<file path="config.mk">
export PLATFORM = sky130hd
export DESIGN_NAME = chroma_upsample_yuv_to_rgb
export DESIGN_NICKNAME = d
export VERILOG_FILES = /design/src/sv/cusp_pkg.sv /design/src/sv/cusp_front.sv /design/src/sv/cusp_fifo.sv /design/src/sv/cusp_back.sv /design/src/sv/chroma_upsample_yuv_to_rgb.sv
export SDC_FILE = /design/constraint.sdc
export NUM_CORES = 1
export LEC_CHECK = 0
export ABC_AREA = 1
export CORE_MARGIN = 1.5
export CORE_UTILIZATION = 28
export CTS_CLUSTER_SIZE = 25
export DETAILED_ROUTE_END_ITERATION = 12
export DONT_BUFFER_PORTS = 1
export SLEW_MARGIN = 20
export SYNTH_ARGS = -nofsm -noshare
export SYNTH_HDL_FRONTEND = slang
export SYNTH_HIERARCHICAL = 1
export SYNTH_SLANG_ARGS = --single-unit
</file>
<file path="constraint.sdc">
create_clock -name clk_i -period 5.01 [get_ports clk_i]
set_clock_uncertainty 0.05 [all_clocks]
set_input_delay 0.2505 -clock clk_i [delete_from_list [all_inputs] [get_ports clk_i]]
set_output_delay 0.2505 -clock clk_i [all_outputs]
set_load 0.005 [all_outputs]
</file>
<file path="src/sv/cusp_pkg.sv">
// Shared types, constants and helpers for the chroma upsampling YUV to RGB block.
// No dependencies; used by every module of the block.
`default_nettype none

package cusp_pkg;

  localparam int unsigned WIDTH_W = 15;
  localparam int unsigned PIX_W   = 8;
  localparam int unsigned IDX_W   = 14;
  localparam int unsigned FRAC_W  = 6;

  localparam logic [15:0] CoefY  = 16'd19077;
  localparam logic [15:0] CoefVr = 16'd26149;
  localparam logic [15:0] CoefUg = 16'd6419;
  localparam logic [15:0] CoefVg = 16'd13320;
  localparam logic [15:0] CoefUb = 16'd33050;
  localparam logic [17:0] OffR   = 18'd14234;
  localparam logic [17:0] OffG   = 18'd8708;
  localparam logic [17:0] OffB   = 18'd17685;
  localparam logic signed [17:0] ClipTop = 18'sd16383;  // (256 << 6) - 1

  typedef struct packed {
    logic [PIX_W-1:0] upper_u;
    logic [PIX_W-1:0] upper_v;
    logic [PIX_W-1:0] lower_u;
    logic [PIX_W-1:0] lower_v;
    logic [PIX_W-1:0] luma_top_even;
    logic [PIX_W-1:0] luma_top_odd;
    logic [PIX_W-1:0] luma_bottom_even;
    logic [PIX_W-1:0] luma_bottom_odd;
    logic             has_bottom;
  } cusp_in_t;

  typedef struct packed {
    logic [PIX_W-1:0] red;
    logic [PIX_W-1:0] green;
    logic [PIX_W-1:0] blue;
    logic             is_bottom;
    logic [IDX_W-1:0] pixel_index;
    logic             last;
  } cusp_out_t;

  typedef struct packed {
    logic [PIX_W-1:0] y;
    logic [PIX_W-1:0] u;
    logic [PIX_W-1:0] v;
    logic             is_bottom;
    logic [IDX_W-1:0] pixel_index;
    logic             last;
  } cusp_job_t;

  typedef enum logic [1:0] {
    PIX_EDGE,
    PIX_ODD,
    PIX_EVEN,
    PIX_TAIL
  } cusp_pix_e;

  function automatic logic [PIX_W-1:0] clip8(input logic signed [17:0] val);
    logic [PIX_W-1:0] res;
    if (val < 18'sd0) begin
      res = '0;
    end else if (val > ClipTop) begin
      res = 8'hFF;
    end else begin
      res = val[FRAC_W+PIX_W-1:FRAC_W];
    end
    return res;
  endfunction

endpackage

`default_nettype wire

</file>
<file path="src/sv/cusp_front.sv">
// Front end: accepts column words, keeps previous-column state and issues one
// pixel job (luma, upsampled chroma, position) per unstalled cycle. Uses cusp_pkg.
`default_nettype none

module cusp_front #(
  parameter int unsigned MAX_WIDTH = 16384
) (
  input  wire                          clk_i,
  input  wire                          rst_ni,
  input  wire                          in_valid_i,
  output logic                         in_ready_o,
  input  cusp_pkg::cusp_in_t           in_data_i,
  input  wire                          cfg_we_i,
  input  wire [cusp_pkg::WIDTH_W-1:0]  cfg_wdata_i,
  output logic                         job_valid_o,
  input  wire                          job_ready_i,
  output cusp_pkg::cusp_job_t          job_data_o
);

  localparam int unsigned CNT_W = (MAX_WIDTH > 2) ? $clog2((MAX_WIDTH + 1) / 2) : 1;
  localparam logic [cusp_pkg::WIDTH_W-1:0] WMax =
      (MAX_WIDTH < 32767) ? cusp_pkg::WIDTH_W'(MAX_WIDTH) : '1;

  // width register, decoded
  logic [CNT_W-1:0] last_col_q, last_col_d;
  logic             even_q, even_d;
  logic [cusp_pkg::WIDTH_W-1:0] w_eff, w_m1;

  // running state
  logic [CNT_W-1:0] col_q, col_d;
  logic [7:0] prev_uu_q, prev_uv_q, prev_lu_q, prev_lv_q, prev_yt_q, prev_yb_q;

  // word being issued
  cusp_pkg::cusp_in_t item_q;
  logic [7:0] pu_u_q, pu_v_q, pl_u_q, pl_v_q, py_t_q, py_b_q;
  logic [CNT_W-1:0] x_q;
  logic tail_q;
  logic busy_q, busy_d;
  logic row_q, row_d;
  logic [1:0] sub_q, sub_d;

  logic accept, push, row_end, job_last, x_zero, is_final;
  cusp_pkg::cusp_pix_e kind;

  always_comb begin
    w_eff = cfg_wdata_i;
    if (cfg_wdata_i == '0) begin
      w_eff = cusp_pkg::WIDTH_W'(1);
    end else if (cfg_wdata_i > WMax) begin
      w_eff = WMax;
    end
    w_m1       = w_eff - cusp_pkg::WIDTH_W'(1);
    last_col_d = CNT_W'(w_m1[cusp_pkg::WIDTH_W-1:1]);
    even_d     = ~w_eff[0];
  end

  assign is_final = (col_q >= last_col_q);
  assign x_zero   = (x_q == '0);

  always_comb begin
    if (x_zero) begin
      kind = (sub_q == 2'd0) ? cusp_pkg::PIX_EDGE : cusp_pkg::PIX_TAIL;
    end else begin
      case (sub_q)
        2'd0:    kind = cusp_pkg::PIX_ODD;
        2'd1:    kind = cusp_pkg::PIX_EVEN;
        default: kind = cusp_pkg::PIX_TAIL;
      endcase
    end
    if (x_zero) begin
      row_end = tail_q ? (sub_q == 2'd1) : (sub_q == 2'd0);
    end else begin
      row_end = tail_q ? (sub_q == 2'd2) : (sub_q == 2'd1);
    end
    job_last = row_end && (row_q || !item_q.has_bottom);
  end

  assign job_valid_o = busy_q;
  assign push        = busy_q && job_ready_i;
  assign in_ready_o  = !busy_q || (push && job_last);
  assign accept      = in_valid_i && in_ready_o;

  // chroma upsampling for the current row
  logic [7:0]  t_u, t_v, c_u, c_v, a_u, a_v, o_u, o_v, ye, yo, py;
  logic [10:0] au, av;
  logic [11:0] s12u, s12v, s03u, s03v;
  logic [8:0]  d12u, d12v, d03u, d03v, m0u, m0v, m1u, m1v;
  logic [7:0]  b0u, b0v, b1u, b1v;
  logic [9:0]  su0, sv0, su1, sv1, eus, evs;
  logic [7:0]  u0, v0, u1, v1, eu, ev;
  logic [CNT_W:0] twox;

  always_comb begin
    t_u = item_q.upper_u;
    t_v = item_q.upper_v;
    c_u = item_q.lower_u;
    c_v = item_q.lower_v;
    a_u = row_q ? c_u : t_u;
    a_v = row_q ? c_v : t_v;
    o_u = row_q ? t_u : c_u;
    o_v = row_q ? t_v : c_v;
    ye  = row_q ? item_q.luma_bottom_even : item_q.luma_top_even;
    yo  = row_q ? item_q.luma_bottom_odd : item_q.luma_top_odd;
    py  = row_q ? py_b_q : py_t_q;

    eus = 10'(a_u) + {1'b0, a_u, 1'b0} + 10'(o_u) + 10'd2;
    evs = 10'(a_v) + {1'b0, a_v, 1'b0} + 10'(o_v) + 10'd2;
    eu  = eus[9:2];
    ev  = evs[9:2];

    au   = 11'(pu_u_q) + 11'(t_u) + 11'(pl_u_q) + 11'(c_u) + 11'd8;
    av   = 11'(pu_v_q) + 11'(t_v) + 11'(pl_v_q) + 11'(c_v) + 11'd8;
    s12u = 12'(au) + ((12'(t_u) + 12'(pl_u_q)) << 1);
    s12v = 12'(av) + ((12'(t_v) + 12'(pl_v_q)) << 1);
    s03u = 12'(au) + ((12'(pu_u_q) + 12'(c_u)) << 1);
    s03v = 12'(av) + ((12'(pu_v_q) + 12'(c_v)) << 1);
    d12u = s12u[11:3];
    d12v = s12v[11:3];
    d03u = s03u[11:3];
    d03v = s03v[11:3];

    m0u = row_q ? d03u : d12u;
    m0v = row_q ? d03v : d12v;
    b0u = row_q ? pl_u_q : pu_u_q;
    b0v = row_q ? pl_v_q : pu_v_q;
    m1u = row_q ? d12u : d03u;
    m1v = row_q ? d12v : d03v;
    b1u = row_q ? c_u : t_u;
    b1v = row_q ? c_v : t_v;
    su0 = 10'(m0u) + 10'(b0u);
    sv0 = 10'(m0v) + 10'(b0v);
    su1 = 10'(m1u) + 10'(b1u);
    sv1 = 10'(m1v) + 10'(b1v);
    u0  = su0[8:1];
    v0  = sv0[8:1];
    u1  = su1[8:1];
    v1  = sv1[8:1];

    twox = {x_q, 1'b0};

    job_data_o.is_bottom = row_q;
    job_data_o.last      = job_last;
    case (kind)
      cusp_pkg::PIX_ODD: begin
        job_data_o.y           = py;
        job_data_o.u           = u0;
        job_data_o.v           = v0;
        job_data_o.pixel_index = cusp_pkg::IDX_W'(twox - 1'b1);
      end
      cusp_pkg::PIX_EVEN: begin
        job_data_o.y           = ye;
        job_data_o.u           = u1;
        job_data_o.v           = v1;
        job_data_o.pixel_index = cusp_pkg::IDX_W'(twox);
      end
      cusp_pkg::PIX_TAIL: begin
        job_data_o.y           = yo;
        job_data_o.u           = eu;
        job_data_o.v           = ev;
        job_data_o.pixel_index = cusp_pkg::IDX_W'(twox + 1'b1);
      end
      default: begin
        job_data_o.y           = ye;
        job_data_o.u           = eu;
        job_data_o.v           = ev;
        job_data_o.pixel_index = cusp_pkg::IDX_W'(twox);
      end
    endcase
  end

  always_comb begin
    busy_d = busy_q;
    row_d  = row_q;
    sub_d  = sub_q;
    col_d  = col_q;
    if (accept) begin
      busy_d = 1'b1;
      row_d  = 1'b0;
      sub_d  = 2'd0;
      col_d  = is_final ? '0 : col_q + 1'b1;
    end else if (push && job_last) begin
      busy_d = 1'b0;
    end else if (push) begin
      if (row_end) begin
        row_d = 1'b1;
        sub_d = 2'd0;
      end else begin
        sub_d = sub_q + 2'd1;
      end
    end
    if (cfg_we_i) begin
      col_d = '0;
    end
  end

  always_ff @(posedge clk_i or negedge rst_ni) begin
    if (!rst_ni) begin
      busy_q     <= 1'b0;
      row_q      <= 1'b0;
      sub_q      <= 2'd0;
      col_q      <= '0;
      last_col_q <= '0;
      even_q     <= 1'b0;
      prev_uu_q  <= '0;
      prev_uv_q  <= '0;
      prev_lu_q  <= '0;
      prev_lv_q  <= '0;
      prev_yt_q  <= '0;
      prev_yb_q  <= '0;
    end else begin
      busy_q <= busy_d;
      row_q  <= row_d;
      sub_q  <= sub_d;
      col_q  <= col_d;
      if (cfg_we_i) begin
        last_col_q <= last_col_d;
        even_q     <= even_d;
      end
      if (accept) begin
        prev_uu_q <= in_data_i.upper_u;
        prev_uv_q <= in_data_i.upper_v;
        prev_lu_q <= in_data_i.lower_u;
        prev_lv_q <= in_data_i.lower_v;
        prev_yt_q <= in_data_i.luma_top_odd;
        prev_yb_q <= in_data_i.luma_bottom_odd;
      end
    end
  end

  always_ff @(posedge clk_i) begin
    if (accept) begin
      item_q <= in_data_i;
      pu_u_q <= prev_uu_q;
      pu_v_q <= prev_uv_q;
      pl_u_q <= prev_lu_q;
      pl_v_q <= prev_lv_q;
      py_t_q <= prev_yt_q;
      py_b_q <= prev_yb_q;
      x_q    <= col_q;
      tail_q <= is_final && even_q;
    end
  end

endmodule

`default_nettype wire

</file>
<file path="src/sv/cusp_fifo.sv">
// Short job queue between the front end and the color converter.
// Depends on cusp_pkg for the job word type.
`default_nettype none

module cusp_fifo (
  input  wire                  clk_i,
  input  wire                  rst_ni,
  input  wire                  push_valid_i,
  output logic                 push_ready_o,
  input  cusp_pkg::cusp_job_t  push_data_i,
  output logic                 pop_valid_o,
  input  wire                  pop_ready_i,
  output cusp_pkg::cusp_job_t  pop_data_o
);

  localparam int unsigned DEPTH = 4;
  localparam int unsigned PTR_W = $clog2(DEPTH);

  cusp_pkg::cusp_job_t mem_q [DEPTH];
  logic [PTR_W-1:0] wr_ptr_q, rd_ptr_q;
  logic [PTR_W:0]   count_q;
  logic             push, pop;

  assign push_ready_o = (count_q != (PTR_W+1)'(DEPTH));
  assign pop_valid_o  = (count_q != '0);
  assign push         = push_valid_i && push_ready_o;
  assign pop          = pop_valid_o && pop_ready_i;
  assign pop_data_o   = mem_q[rd_ptr_q];

  always_ff @(posedge clk_i or negedge rst_ni) begin
    if (!rst_ni) begin
      wr_ptr_q <= '0;
      rd_ptr_q <= '0;
      count_q  <= '0;
    end else begin
      if (push) begin
        wr_ptr_q <= wr_ptr_q + 1'b1;
      end
      if (pop) begin
        rd_ptr_q <= rd_ptr_q + 1'b1;
      end
      if (push && !pop) begin
        count_q <= count_q + 1'b1;
      end else if (pop && !push) begin
        count_q <= count_q - 1'b1;
      end
    end
  end

  always_ff @(posedge clk_i) begin
    if (push) begin
      mem_q[wr_ptr_q] <= push_data_i;
    end
  end

endmodule

`default_nettype wire

</file>
<file path="src/sv/cusp_back.sv">
// Back end: fixed-point YUV to RGB conversion, product stage then sum and clip
// into the output register. Depends on cusp_pkg.
`default_nettype none

module cusp_back (
  input  wire                  clk_i,
  input  wire                  rst_ni,
  input  wire                  job_valid_i,
  output logic                 job_ready_o,
  input  cusp_pkg::cusp_job_t  job_data_i,
  output logic                 out_valid_o,
  input  wire                  out_ready_i,
  output cusp_pkg::cusp_out_t  out_data_o
);

  logic adv;
  logic s1_valid_q, out_valid_q;
  logic [23:0] p_y, p_vr, p_ug, p_vg, p_ub;
  logic [14:0] yy_q, vr_q;
  logic [12:0] ug_q;
  logic [13:0] vg_q;
  logic [15:0] ub_q;
  logic        s1_bot_q, s1_last_q;
  logic [cusp_pkg::IDX_W-1:0] s1_idx_q;
  logic signed [17:0] r_s, g_s, b_s;
  cusp_pkg::cusp_out_t out_q;

  assign adv         = !out_valid_q || out_ready_i;
  assign job_ready_o = adv;
  assign out_valid_o = out_valid_q;
  assign out_data_o  = out_q;

  assign p_y  = 24'(job_data_i.y) * 24'(cusp_pkg::CoefY);
  assign p_vr = 24'(job_data_i.v) * 24'(cusp_pkg::CoefVr);
  assign p_ug = 24'(job_data_i.u) * 24'(cusp_pkg::CoefUg);
  assign p_vg = 24'(job_data_i.v) * 24'(cusp_pkg::CoefVg);
  assign p_ub = 24'(job_data_i.u) * 24'(cusp_pkg::CoefUb);

  assign r_s = 18'(yy_q) + 18'(vr_q) - cusp_pkg::OffR;
  assign g_s = 18'(yy_q) - 18'(ug_q) - 18'(vg_q) + cusp_pkg::OffG;
  assign b_s = 18'(yy_q) + 18'(ub_q) - cusp_pkg::OffB;

  always_ff @(posedge clk_i or negedge rst_ni) begin
    if (!rst_ni) begin
      s1_valid_q  <= 1'b0;
      out_valid_q <= 1'b0;
    end else if (adv) begin
      s1_valid_q  <= job_valid_i;
      out_valid_q <= s1_valid_q;
    end
  end

  always_ff @(posedge clk_i) begin
    if (adv) begin
      yy_q      <= p_y[22:8];
      vr_q      <= p_vr[22:8];
      ug_q      <= p_ug[20:8];
      vg_q      <= p_vg[21:8];
      ub_q      <= p_ub[23:8];
      s1_bot_q  <= job_data_i.is_bottom;
      s1_idx_q  <= job_data_i.pixel_index;
      s1_last_q <= job_data_i.last;
      out_q.red         <= cusp_pkg::clip8(r_s);
      out_q.green       <= cusp_pkg::clip8(g_s);
      out_q.blue        <= cusp_pkg::clip8(b_s);
      out_q.is_bottom   <= s1_bot_q;
      out_q.pixel_index <= s1_idx_q;
      out_q.last        <= s1_last_q;
    end
  end

endmodule

`default_nettype wire

</file>
<file path="src/sv/chroma_upsample_yuv_to_rgb.sv">
// Top level of the 4:2:0 chroma upsampling YUV to RGB converter.
// Depends on cusp_pkg, cusp_front, cusp_fifo and cusp_back.
//
// Each input word is one chroma column of a line pair and yields one to three
// RGB pixels per row (up to six), top row first, one pixel per cycle on the
// output when nothing stalls. An input word holds the front end until its
// last pixel job is issued; it has 1 to 6 pixels, 4 for an interior column
// with a bottom row. The front end issues one pixel job per cycle, while the
// 4-entry queue has room; the back end converts one pixel per cycle, while
// its output is not stalled, through two registered stages (product, then
// output register). Writing image_width restarts the line pair at column 0.
`default_nettype none

module chroma_upsample_yuv_to_rgb #(
  parameter int unsigned MAX_WIDTH = 16384
) (
  input  wire                          clk_i,
  input  wire                          rst_ni,
  input  wire                          in_valid_i,
  output logic                         in_ready_o,
  input  cusp_pkg::cusp_in_t           in_data_i,
  output logic                         out_valid_o,
  input  wire                          out_ready_i,
  output cusp_pkg::cusp_out_t          out_data_o,
  input  wire                          cfg_we_i,
  input  wire [cusp_pkg::WIDTH_W-1:0]  cfg_wdata_i
);

  logic                fj_valid, fj_ready, bj_valid, bj_ready;
  cusp_pkg::cusp_job_t fj_data, bj_data;

  cusp_front #(
    .MAX_WIDTH (MAX_WIDTH)
  ) u_front (
    .clk_i       (clk_i),
    .rst_ni      (rst_ni),
    .in_valid_i  (in_valid_i),
    .in_ready_o  (in_ready_o),
    .in_data_i   (in_data_i),
    .cfg_we_i    (cfg_we_i),
    .cfg_wdata_i (cfg_wdata_i),
    .job_valid_o (fj_valid),
    .job_ready_i (fj_ready),
    .job_data_o  (fj_data)
  );

  cusp_fifo u_fifo (
    .clk_i        (clk_i),
    .rst_ni       (rst_ni),
    .push_valid_i (fj_valid),
    .push_ready_o (fj_ready),
    .push_data_i  (fj_data),
    .pop_valid_o  (bj_valid),
    .pop_ready_i  (bj_ready),
    .pop_data_o   (bj_data)
  );

  cusp_back u_back (
    .clk_i       (clk_i),
    .rst_ni      (rst_ni),
    .job_valid_i (bj_valid),
    .job_ready_o (bj_ready),
    .job_data_i  (bj_data),
    .out_valid_o (out_valid_o),
    .out_ready_i (out_ready_i),
    .out_data_o  (out_data_o)
  );

endmodule

`default_nettype wire

</file>
# Word-level counts from Yosys, hierarchy flattened
# Memories as Yosys holds them, arrays and structs flattened.
# Cells that the tools add are included.
[classes]
n_eq_ne = 7
muxes = 43
order_cmp = 8
n_addsub = 42
reduce_logical = 27
n_mul = 5
bitwise = 1
[op_table]
columns = ["cell", "n"]
rows = [
  ["8-bit 2-to-1 mux", 12],
  ["24-bit case mux with 3 select lines", 1],
  ["8-bit by 15-bit multiplier with 23-bit output, second input constant", 3],
  ["8-bit by 8-bit adder with 9-bit output", 6],
  ["18-bit by 15-bit > comparator with 1-bit output, second input constant", 3],
  ["18-bit by 1-bit less-than comparator with 1-bit output, second input constant", 3],
  ["11-bit by 12-bit adder with 12-bit output", 4],
  ["11-bit by 8-bit adder with 11-bit output", 4],
  ["13-bit 2-to-1 mux", 3],
  ["9-bit by 8-bit adder with 9-bit output", 4],
  ["9-bit 2-to-1 mux", 4],
  ["14-bit 2-to-1 mux", 2],
  ["14-bit case mux with 2 select lines", 1],
  ["14-bit by 1-bit subtractor with 14-bit output, second input constant", 2],
  ["11-bit by 4-bit adder with 11-bit output, second input constant", 2],
  ["8-bit by 13-bit multiplier with 21-bit output, second input constant", 1],
  ["10-bit by 2-bit adder with 10-bit output, second input constant", 2],
  ["10-bit by 8-bit adder with 10-bit output", 2],
  ["8-bit by 9-bit adder with 10-bit output", 2],
  ["8-bit by 11-bit multiplier with 19-bit output, second input constant", 1],
  ["18-bit by 14-bit adder with 18-bit output, second input constant", 1],
  ["18-bit by 14-bit subtractor with 18-bit output", 1],
  ["18-bit by 14-bit subtractor with 18-bit output, second input constant", 1],
  ["18-bit by 15-bit subtractor with 18-bit output, second input constant", 1],
  ["29 further kinds", 67],
]
[word_totals]
wordCells = 182
reg_bits = 344
output_inout_bits = 42
ramBits = 160
n_memories = 1
[memory_table]
columns = ["memory", "words", "word_bits", "rd", "rd_ports_with_merged_regs", "wr", "line_no", "rtl"]
rows = [
  ["u_fifo.mem_q", 4, 40, 1, 0, 1, "cusp_fifo.sv:19", "cusp_pkg::cusp_job_t mem_q [DEPTH];"],
]

# Depth between registers and ports, before layout
# Gate-level depths: netlist of the first run.
[logic_depth]
word_depth = 9
ltp_mapped = 33
mapped_depth_nobuf = 33

# Hierarchy
# The synthesis of the first run kept the hierarchy.
[by_module_without_submodules]
columns = ["mod", "cells_each", "n_inst", "area_each_um2"]
rows = [
  ["cusp_front", 1955, 1, 15921.5],
  ["cusp_back", 1497, 1, 13621.8],
  ["cusp_fifo", 526, 1, 6894.1],
]

# Least setup slack after synthesis of the first run
# No wires, ideal clock.
[synth_timing]
kind = "register to register"
startpoint = "register u_front.item_q, in the netlist u_front/t_v[2]"
endpoint = "memory u_fifo/mem_q[0][23] (netlist name) (data pin)"
period_less_slack_ns = 5.441
t_arrival_ns = 5.113
required_time_ns = 4.682
stages_incl_launch_ff = 28
slack_ns = -0.431
path_cell_list = "edfxtp_1 -> inv_1 -> fa_1 -> inv_1 -> fa_1 -> ha_1 -> ha_1 -> fa_1 -> nand2_1 -> nand3_1 -> xor2_1 -> ha_1 -> a21oi_1 -> o21ai_0 -> a21oi_1 -> o21ai_0 -> a21boi_0 -> xor2_1 -> o21ai_0 -> ha_1 -> inv_1 -> or2_2 -> nand2_1 -> nand2_1 -> nand2_1 -> nand3_1 -> nand3_1 -> nand3_1"
[synth_lines]
columns = ["item", "line_no", "rtl"]
rows = [
  ["start, declared", "cusp_front.sv:34", "cusp_pkg::cusp_in_t item_q;"],
  ["start signal, assigned", "cusp_front.sv:232", "item_q <= in_data_i;"],
  ["end, declared", "cusp_fifo.sv:19", ""],
]

==> results by group, run 1 <==
Worst setup path
  • Arr. time, crit path: 5680 ps
  • CP startpoint kind: register
  • WP data required: 5350 ps
  • Worst setup path class: reg2reg
  • Slowest stage cell, crit path: fa_1
  • Crit-path most repeated cell: ha_4
  • Worst path max stage delay: 550 ps
  • Crit path max fanout: 4
  • Crit. End Element: register

Synth
  • Post-synthesis cell type count: 60
  • Synth Net Count: 4631
  • Synthesis-stage register bit count: 504
  • Mapped Area: 0.0364 sq mm
  • Async SR Flop Fraction: 17.5%
  • Average size of a mapped cell: 9.16 sq um
  • Number of synthesized flops with an enable pin: 416
  • Register area share after synthesis: 40.3%
  • Cells after Synth: 3978
  • Synth warn: 6
  • Post-synth top flop: edfxtp_1

Routing
  • Drt wl/cell: 13.8 um
  • Via density: 4.40
  • DR vias: 27000
  • Post-route antenna net violation count: 0
  • Detailed-router iteration count before antenna repair: 6
  • Initial DRC count: 1330
  • Routed wire length: 84400 um
  • # DRC: 0

CTS
  • TritonCTS buffer count: 59
  • Worst-Skew Late Latency: 690 ps
  • CTS tree: yes
  • CTS root buffer: clkbuf_16
  • CTS max path bufs: 3
  • Clock transition at path regs: 60 ps
  • CTS H-tree depth: 2
  • CTS sink cnt: 504

Cells and area
  • Most frequent cells in the layout: 942 x nand2_1, 623 x inv_1, 444 x ha_1
  • Layout cells sized above 1: 15.4%
  • Commonest non-fill, non-tap cell in the layout: nand2_1
  • Layout area overhead: 22.0%
  • Nets: 4988
  • Non-filler cells, final: 6132
  • Fill cells: 13000

Status
  • Status: finished with violations
  • Violated checks: setup timing

Timing
  • Worst hold slack: 50.4 ps
  • RSZ-0062 raised after global routing: true
  • Setup tns final: -7870 ps
  • Highest Clock Rate: 187 MHz
  • Final WS setup: -329 ps
  • Fin. Hold Viols: 0
  • Slew margin rel.: 29.8%
  • Final setup fails: 40
  • Worst slew pin tran: 1050 ps
  • Max-slew violation count: 0
  • Final Cycle Share: 107%
  • Crit path time final: 5340 ps

Placed design
  • Post-DP HPWL: 64400 um
  • Port Buffers: 0
  • Dpl cells: 5880
  • Worst slack, placed: -469 ps
  • Gpl congestion: 0.854

Global routing
  • Pin count of the biggest net entering global routing: 106
  • Tot GR Track Use: 12.7%
  • Number of global-route vias before repair: 26400
  • First-pass GRT wire length: 136000 um
  • Antenna violations before repair: 3
  • GRT overflow: 0

Die
  • Initial Util: 28.2%
  • Die Span Y: 364 um
  • Core ar.: 0.129 sq mm
  • FP Rows: 132
  • Die Wd: 364 um
  • I/O pin count: 127
  • Die area: 0.132 sq mm

Job
  • Max-cap viol count: 0

Hold path
  • Type of the most critical hold path: in2reg
-- per-stage QoR --
step	utilization, %	cell area, sq um
2_1_floorplan	-	36600
3_3_place_gp	31.1	40300
3_5_place_dp	31.1	40300
4_1_cts	33.8	43800
5_1_grt	34.4	44500
6_report	34.4	44500
-- synthesized netlist by cell type, types with 10 or more instances --
| master | count | area, sq um |
|---|---|---|
| nand2_1 | 970 | 3640 |
| inv_1 | 641 | 2410 |
| ha_1 | 469 | 5870 |
| edfxtp_1 | 416 | 12500 |
| a21oi_1 | 207 | 1040 |
| nand3_1 | 201 | 1010 |
| nor2_1 | 148 | 556 |
| o21ai_0 | 146 | 731 |
| xor2_1 | 124 | 1090 |
| fa_1 | 99 | 1980 |
| dfrtp_1 | 88 | 2200 |
| o211ai_1 | 66 | 495 |
| xnor2_1 | 58 | 508 |
| nand4_1 | 30 | 188 |
| clkbuf_1 | 27 | 101 |
| buf_2 | 25 | 125 |
| inv_2 | 22 | 82.6 |
| nand2_2 | 20 | 125 |
| or2_2 | 20 | 125 |
| o211ai_2 | 19 | 238 |
| o21bai_1 | 18 | 135 |
| a31oi_1 | 17 | 106 |
| nor3_1 | 14 | 70.1 |
| a21o_1 | 13 | 97.6 |
| buf_6 | 12 | 135 |
| nand3b_1 | 11 | 82.6 |
| o21ai_2 | 10 | 87.6 |
-- logic make-up (layout without fill, tap and decap cells) --
kind of cell	after synthesis	in the layout	share of synthesized area, %
compound gates	547	547	9.21
xor+xnor	182	182	4.37
fa+ha+maj	568	568	21.5
buf+inv	736	1144	7.97
flops	504	504	40.3
other cells	0	4	0
simple gates	1441	1441	16.6
-- final timing paths --
check | slack, ps | cells past startpoint | startpoint | end
min in group asynchronous | 130 | 2 | rst_ni | u_front/prev_lv_q[6]
max in group asynchronous | 4320 | 2 | rst_ni | u_front/row_q
max reg2reg | -330 | 29 | u_front/t_v[2] | u_fifo/mem_q[3][23]
min reg2reg | 370 | 0 | u_back/s1_idx_q[2] | u_back/out_data_o[3]
min | 50 | 5 | cfg_wdata_i[13] | u_front/last_col_q[12]
max | -330 | 29 | u_front/t_v[2] | u_fifo/mem_q[3][23]
-- sequential cells by signal (all words and copies together) (netlist names), 14 cells and up --
register           count
u_back/vr_q           15
u_front/item_q        33
u_fifo/mem_q         160
u_back/vg_q           14
u_back/yy_q           15
u_back/s1_idx_q       14
u_back/out_data_o     40
u_back/ub_q           16
-- cell type report --
type / instances / area (sq um) / share of cell area, %
clock buffers: 75 / 1610 / 3.62
diodes: 4 / 10.0 / 0.0225
clock inverters: 37 / 443 / 0.996
well taps: 1742 / 2180 / 4.90
inverters: 664 / 2500 / 5.63
multi-input cells: 2738 / 19900 / 44.7
repair buffers: 368 / 3140 / 7.06
flip-flops and latches: 504 / 14700 / 33.1
-- critical path, delay by kind of cell, from the launching register on --
family                   cells  cell delay, ps
adder cells (fa/ha/maj)      7            2440
AND/OR/NAND/NOR             14            1370
flip-flops                   1             360
AO/OA/AOI/OAI                3             340
buffers and inverters        4             310
XOR/XNOR                     1             200
-- what timing repair did --
item                       4_1_cts  5_1_grt
cloned                           0        1
buffers inserted                27       13
pin swaps                       53       81
hold buffers                    95        0
hold endpoints to repair       252        0
gates resized for setup         80      116
setup endpoints to repair       52       76
-- routing by layer --
layer | GRT usage, % | wire length (um) | vias up
met5 | 0 | 0 | -
met4 | 2.70 | 1640 | 0
met3 | 2.58 | 3880 | 102
met2 | 21.2 | 38700 | 380
met1 | 16.8 | 40200 | 12600
li1 | - | - | 13900
Power of run 1 is left out: the tool's default activity adds up to more than one toggle a clock period on the data nets, which glitch-free logic cannot reach.
==> inputs of run 2 (changes only) <==
--- a/config.mk
+++ b/config.mk
@@ -5,7 +5,7 @@
 export SDC_FILE = /design/constraint.sdc
 export NUM_CORES = 1
 export LEC_CHECK = 0
-export ABC_AREA = 1
+export ABC_AREA = 0
 export CORE_MARGIN = 1.5
 export CORE_UTILIZATION = 28
 export CTS_CLUSTER_SIZE = 25
==> run 2 against run 1 <==
  * The flow still finishes with violations (setup timing)
  * Via count decreased by 13%
  * Utilization grew 0.43 points
  * Fmax decreased by 9.1%
==> results by group, run 2 <==
Status
  • Status: finished with violations
  • Violated checks: setup timing

Cells and area
  • Fill cells: 12200
  • Final core occ: 34.8%
  • Commonest non-fill, non-tap cell in the layout: ha_1
  • Design area: 0.0429 sq mm
  • Multi-input logic area: 0.0194 sq mm
  • Most flops, register: u_fifo/mem_q
  • Max reg flops: 160
  • Most frequent cells in the layout: 446 x ha_1, 416 x edfxtp_1, 311 x inv_1
  • Layout cells sized above 1: 20.2%
  • Nets: 4120
  • Register area: 0.0147 sq mm
  • Layout area overhead: 23.6%

Global routing
  • Tot GR Track Use: 12.4%
  • Antenna violations before repair: 6
  • Gr busiest metal: met2
  • Grt met3 use: 2.25%
  • Number of global-route vias before repair: 23900
  • GRT overflow: 0
  • Met2 usage: 21.2%
  • First-pass GRT wire length: 125000 um
  • Pin count of the biggest net entering global routing: 89
  • Grt met1 use: 15.7%

Timing
  • Worst hold slack: 97.1 ps
  • Final WS setup: -862 ps
  • Fin. Hold Viols: 0
  • RSZ-0062 raised after global routing: true
  • Final setup fails: 48
  • Slew margin rel.: 27.7%
  • Max-slew violation count: 0
  • Highest Clock Rate: 170 MHz
  • Final Cycle Share: 117%
  • Crit path time final: 5870 ps
  • Worst slew pin tran: 1080 ps

CTS
  • Worst-Skew Late Latency: 670 ps
  • CTS H-tree depth: 2
  • Clock transition at path regs: 60 ps
  • CTS sink cnt: 504
  • CTS tree: yes
  • CTS max path bufs: 3
  • TritonCTS buffer count: 58
  • CTS root buffer: clkbuf_16

Synth
  • Synth Net Count: 3700
  • Post-synth top flop: edfxtp_1
  • Register area share after synthesis: 42.3%
  • Cells after Synth: 3047
  • Average size of a mapped cell: 11.4 sq um
  • Synth warn: 6
  • Mapped Area: 0.0347 sq mm
  • Top-count cell post-synth: ha_1
  • Area share of the largest cell type after synthesis: 36.0%
  • Top post-synthesis cells by count: 469 x ha_1, 416 x edfxtp_1, 318 x inv_1, 272 x nand2_1, 157 x nor2_1
  • Async SR Flop Fraction: 17.5%
  • Largest cells by area after synthesis: edfxtp_1 36%, ha_1 17%, dfrtp_1 6.3%
  • Post-synthesis cell type count: 107
  • Number of synthesized flops with an enable pin: 416
  • Area leader, netlist: edfxtp_1
  • Synthesis-stage register bit count: 504

Worst setup path
  • Crit path max fanout: 5
  • Crit. End Element: register
  • WP data required: 5350 ps
  • CP top delay family: adder cells
  • Arr. time, crit path: 6210 ps
  • Worst path max stage delay: 530 ps
  • Crit-path cells: inv_2 -> fa_2 -> inv_2 -> fa_2 -> fa_2 -> buf_6 -> fa_2 -> a21oi_2 -> o21bai_1 -> xor2_1 -> ha_1 -> a21oi_1 -> nor2b_1 -> a311o_1 -> maj3_2 -> xnor2_2 -> mux2i_1 -> ha_1 -> and3_4 -> a211oi_2 -> xnor2_1 -> a22oi_1 -> o21ai_2
  • Slowest stage cell, crit path: fa_2
  • CP startpoint kind: register
  • Worst setup path class: reg2reg
  • Crit-path most repeated cell: fa_2
  • CP bufs+invs: 3

Placed design
  • Post-DP HPWL: 59400 um
  • Gpl congestion: 0.851
  • Port Buffers: 0
  • Worst slack, placed: -861 ps
  • DP Area: 0.0388 sq mm

Routing
  • Drt wl/cell: 15.2 um
  • Via density: 4.54
  • Post-route antenna net violation count: 0
  • Initial DRC count: 1084
  • # DRC: 0
  • Routed wire length: 78600 um
  • Detailed-router iteration count before antenna repair: 5
  • DR vias: 23400

Die
  • I/O pin count: 127
  • FP Rows: 129
  • Die Wd: 355 um
  • Die Span Y: 355 um
  • Initial Util: 28.2%
  • Die area: 0.126 sq mm
  • Core ar.: 0.123 sq mm

Job
  • Max-cap viol count: 0

Hold path
  • Type of the most critical hold path: in2reg
==> run 2: cell count changes in the layout (fill, tap and decap cells not counted), moves of 33 or more <==
cell | previous run | this run
nor2b_1 | 0 | 36
nor3_1 | 10 | 43
nand2b_1 | 0 | 43
buf_4 | 258 | 304
nand3_1 | 172 | 42
mux2_2 | 0 | 33
nand2_1 | 942 | 268
nand2_2 | 44 | 5
xnor2_1 | 53 | 128
inv_1 | 623 | 311
a21oi_1 | 180 | 113
o211ai_1 | 66 | 6
mux4_2 | 0 | 40
xor2_1 | 118 | 59
==> run 2: routing by layer <==
| layer | vias to the layer above | share of wire [%] |
|---|---|---|
| met4 | 4 | 2.6 |
| met3 | 102 | 3.7 |
| met1 | 11200 | 46 |
| met5 | - | 0.032 |
| met2 | 297 | 48 |
| li1 | 11800 | - |
==> run 2: path summary, 6_finish.rpt <==
kind                       slack [ps]                 from                     to  depth (start not counted)
min                               100       cfg_wdata_i[0]         u_front/even_q                          4
max in group asynchronous        4250               rst_ni   u_front/prev_lu_q[1]                          2
max reg2reg                      -860    u_front/pu_u_q[2]    u_fifo/mem_q[3][30]                         23
max                              -860    u_front/pu_u_q[2]    u_fifo/mem_q[3][30]                         23
min reg2reg                       370  u_back/s1_idx_q[11]  u_back/out_data_o[12]                          0
min in group asynchronous         120               rst_ni   u_front/prev_yb_q[0]                          2
==> run 2: cell families after synthesis <==
| logic type | share of synthesized area, % |
|---|---|
| DFF | 42.3 |
| xor gates and xnor gates | 5.27 |
| buffers and inverters | 4.45 |
| adders and majority gates | 22.7 |
| muxes | 4.61 |
| and+or+nand+nor | 10.3 |
| AOI/OAI and AO/OA | 10.3 |
==> run 2: worst min-delay path: cells and delay by family <==
kind	cells	cell delay, ps
AO/OA/AOI/OAI	1	190
multiplexers	1	150
AND/OR/NAND/NOR	2	190
==> run 2: stage by stage <==
stage                     cells  TNS (ps)
after floorplan            3047     -9160
after global placement     4924    -24170
after detailed placement   4924    -26750
after CTS                  5138    -22180
after global routing       5156    -35410
final                      5158    -23610
==> run 2: area by class of cell <==
class,instances,area share (%)
multi-input cells,2162,45.3
flip-flops and latches,504,34.2
repair buffers,418,8.17
well taps,1637,4.77
clock buffers,72,3.72
inverters,323,2.85
clock inverters,38,0.921
diodes,4,0.0233
==> run 2: what timing repair did <==
item	in CTS	in global routing
endpoints found under the setup margin	62	82
gates resized for setup	75	115
hold endpoints to repair	232	0
buffers inserted	11	20
pin swaps	42	86
hold buffers	94	0
Power of run 2 is left out for the same reason.
==> inputs of run 3 (changes only) <==
==> constraint.sdc (replaced) <==
create_clock -name clk_i -period 7 [get_ports clk_i]
set_clock_uncertainty 0.05 [all_clocks]
set_input_delay 0.35 -clock clk_i [delete_from_list [all_inputs] [get_ports clk_i]]
set_output_delay 0.35 -clock clk_i [all_outputs]
set_load 0.005 [all_outputs]
==> run 3 against run 2 <==
  * The run now ends clean
  * Global-route usage shrank 0.57 points
  * Worst setup slack gained 1600 ps
  * Die area is the same
  * Fmax shrank 6.7%
  * Wire length shrank 5.4%
  * Non-clock buffer count shrank 314
  * Flip-flop and latch count is the same
  * Worst hold slack lost 58 ps
  * Sequential share of layout area grew 2.9 points
  * Highest routed layer unchanged
  * Utilization shrank 2.7 points
  * Via count shrank 5.6%
  * Final area shrank 7.9%
==> results by group, run 3 (same netlist as run 2, synthesis figures left out) <==
Timing
  • Final Cycle Share: 89.9%
  • RSZ-0062 raised after global routing: false
  • Highest Clock Rate: 159 MHz
  • Max-slew violation count: 0
  • Final setup fails: 0
  • Setup tns final: 0 ps
  • Crit path time final: 6290 ps
  • Fin. Hold Viols: 0
  • Worst slew pin tran: 1040 ps
  • Slew margin rel.: 30.6%

CTS
  • Clock transition at path regs: 60 ps
  • CTS Hold Bufs: 92
  • CTS tree: yes
  • TritonCTS buffer count: 59
  • CTS H-tree depth: 2
  • CTS max path bufs: 3
  • Post_cts resized: 0
  • CTS root buffer: clkbuf_16
  • Worst-Skew Late Latency: 670 ps
  • Post-CTS setup repair buffer count: 0
  • CTS sink cnt: 504

Die
  • Core ar.: 0.123 sq mm
  • Die area: 0.126 sq mm
  • I/O pin count: 127
  • Die Span Y: 355 um
  • Die Wd: 355 um
  • FP Rows: 129
  • Initial Util: 28.2%

Status
  • Status: completed

Hold path
  • Type of the most critical hold path: in2reg
  • Hold path cells: 4

Global routing
  • Number of global-route vias before repair: 22300
  • Antenna violations before repair: 3
  • Pin count of the biggest net entering global routing: 97
  • GRT overflow: 0
  • First-pass GRT wire length: 119000 um
  • Tot GR Track Use: 11.8%

Worst setup path
  • Crit. End Element: register
  • CP bufs+invs: 2
  • CP startpoint kind: register
  • Crit path max fanout: 4
  • Worst setup path class: reg2reg
  • Reg2reg end: u_fifo/mem_q[1][22]
  • Register-to-Register Setup Slack: 710 ps
  • CP top delay family: adder cells
  • Capture point of the worst path: u_fifo/mem_q[1][22]
  • CP startpoint: u_front/t_v[2]
  • Worst path max stage delay: 540 ps
  • Reg2Reg Depth: 24
  • Crit. path cell count: 24
  • Crit-path cells: inv_1 -> fa_1 -> inv_1 -> fa_1 -> fa_1 -> ha_1 -> a21o_1 -> a21oi_1 -> o21bai_1 -> a21oi_1 -> xnor2_1 -> ha_1 -> and3_1 -> a221o_1 -> maj3_1 -> xor2_1 -> nor2_1 -> a21oi_1 -> ha_1 -> nor2b_1 -> a311oi_2 -> xnor2_1 -> a22oi_1 -> o21ai_1
  • Worst r2r src: u_front/t_v[2]
  • WP data required: 7310 ps
  • Arr. time, crit path: 6600 ps
  • Slowest stage cell, crit path: fa_1

Placed design
  • Port Buffers: 0
  • Post-DP HPWL: 56300 um
  • Gpl congestion: 0.824

Routing
  • Initial DRC count: 1075
  • DR vias: 22100
  • Post-route antenna net violation count: 0
  • Routed wire length: 74400 um
  • Via density: 4.57
  • # DRC: 0
  • Drt wl/cell: 15.4 um
  • Detailed-router iteration count before antenna repair: 4

Cells and area
  • Layout cells sized above 1: 7.96%
  • Most flops, register: u_fifo/mem_q
  • Max reg flops: 160
  • Layout area overhead: 13.9%
  • Commonest non-fill, non-tap cell in the layout: ha_1
  • Most frequent cells in the layout: 469 x ha_1, 416 x edfxtp_1, 318 x inv_1
  • Nets: 3807
  • Fill cells: 12500

Job
  • Max-cap viol count: 0
-- run 3: cell count changes in the layout (fill, tap and decap cells not counted), moves of 14 or more --
| cell | delta |
|---|---|
| o21ai_0 | +18 |
| a21oi_2 | -17 |
| a21oi_1 | +19 |
| xnor2_1 | +14 |
| ha_1 | +23 |
| buf_6 | -16 |
| buf_4 | -295 |
| ha_4 | -22 |
-- run 3: worst min-delay path by stage --
stage | end | slack, ps | startpoint
after global routing | u_front/last_col_q[4] | 40 | cfg_wdata_i[14]
final | u_front/last_col_q[4] | 40 | cfg_wdata_i[14]
after floorplan | u_back/out_valid_o | 4 | rst_ni
after global placement | u_front/prev_yb_q[0] | 10 | rst_ni
after CTS | u_front/last_col_q[3] | 3 | cfg_wdata_i[14]
after detailed placement | u_front/prev_yb_q[0] | 10 | rst_ni
-- run 3: worst register-to-register path, delay by kind of cell (launching register included) --
family | cells | cell delay [ps]
DFF | 1 | 380
adders and majority gates | 7 | 2750
xor gates and xnor gates | 3 | 470
buffers and inverters | 2 | 140
AOI/OAI and AO/OA | 9 | 1780
and+or+nand+nor | 3 | 410
-- run 3: layer usage --
| metal | track usage [%] | routed length, um |
|---|---|---|
| met2 | 19.9 | 34900 |
| met4 | 2.62 | 1390 |
| met1 | 15.6 | 35000 |
| met3 | 2.24 | 3060 |
| met5 | 0 | 41 |
-- run 3: area by class of cell --
class / count / area, sq um / share of cell area (%)
repair buffers: 104 / 1080 / 2.72
multi-input cells: 2162 / 18500 / 46.8
clock buffers: 71 / 1600 / 4.06
inverters: 323 / 1220 / 3.09
diodes: 1 / 2.50 / 0.00633
flip-flops and latches: 504 / 14700 / 37.2
clock inverters: 41 / 390 / 0.987
well taps: 1637 / 2050 / 5.18
-- run 3: through the flow --
stage               util (%)  instances  area [sq um]  setup slack (ps)  hold WS, ps
finish                  32.1       4843         39500               705         39.3
global route            32.1       4842         39500               194         35.4
CTS                     32.1       4842         39500               682         2.76
detailed placement      29.7       4638         36600               698         12.1
global placement        29.7       4638         36600               767         13.9
floorplan                  -       3047         34700              1160         4.41
Power of run 3 is left out for the same reason.
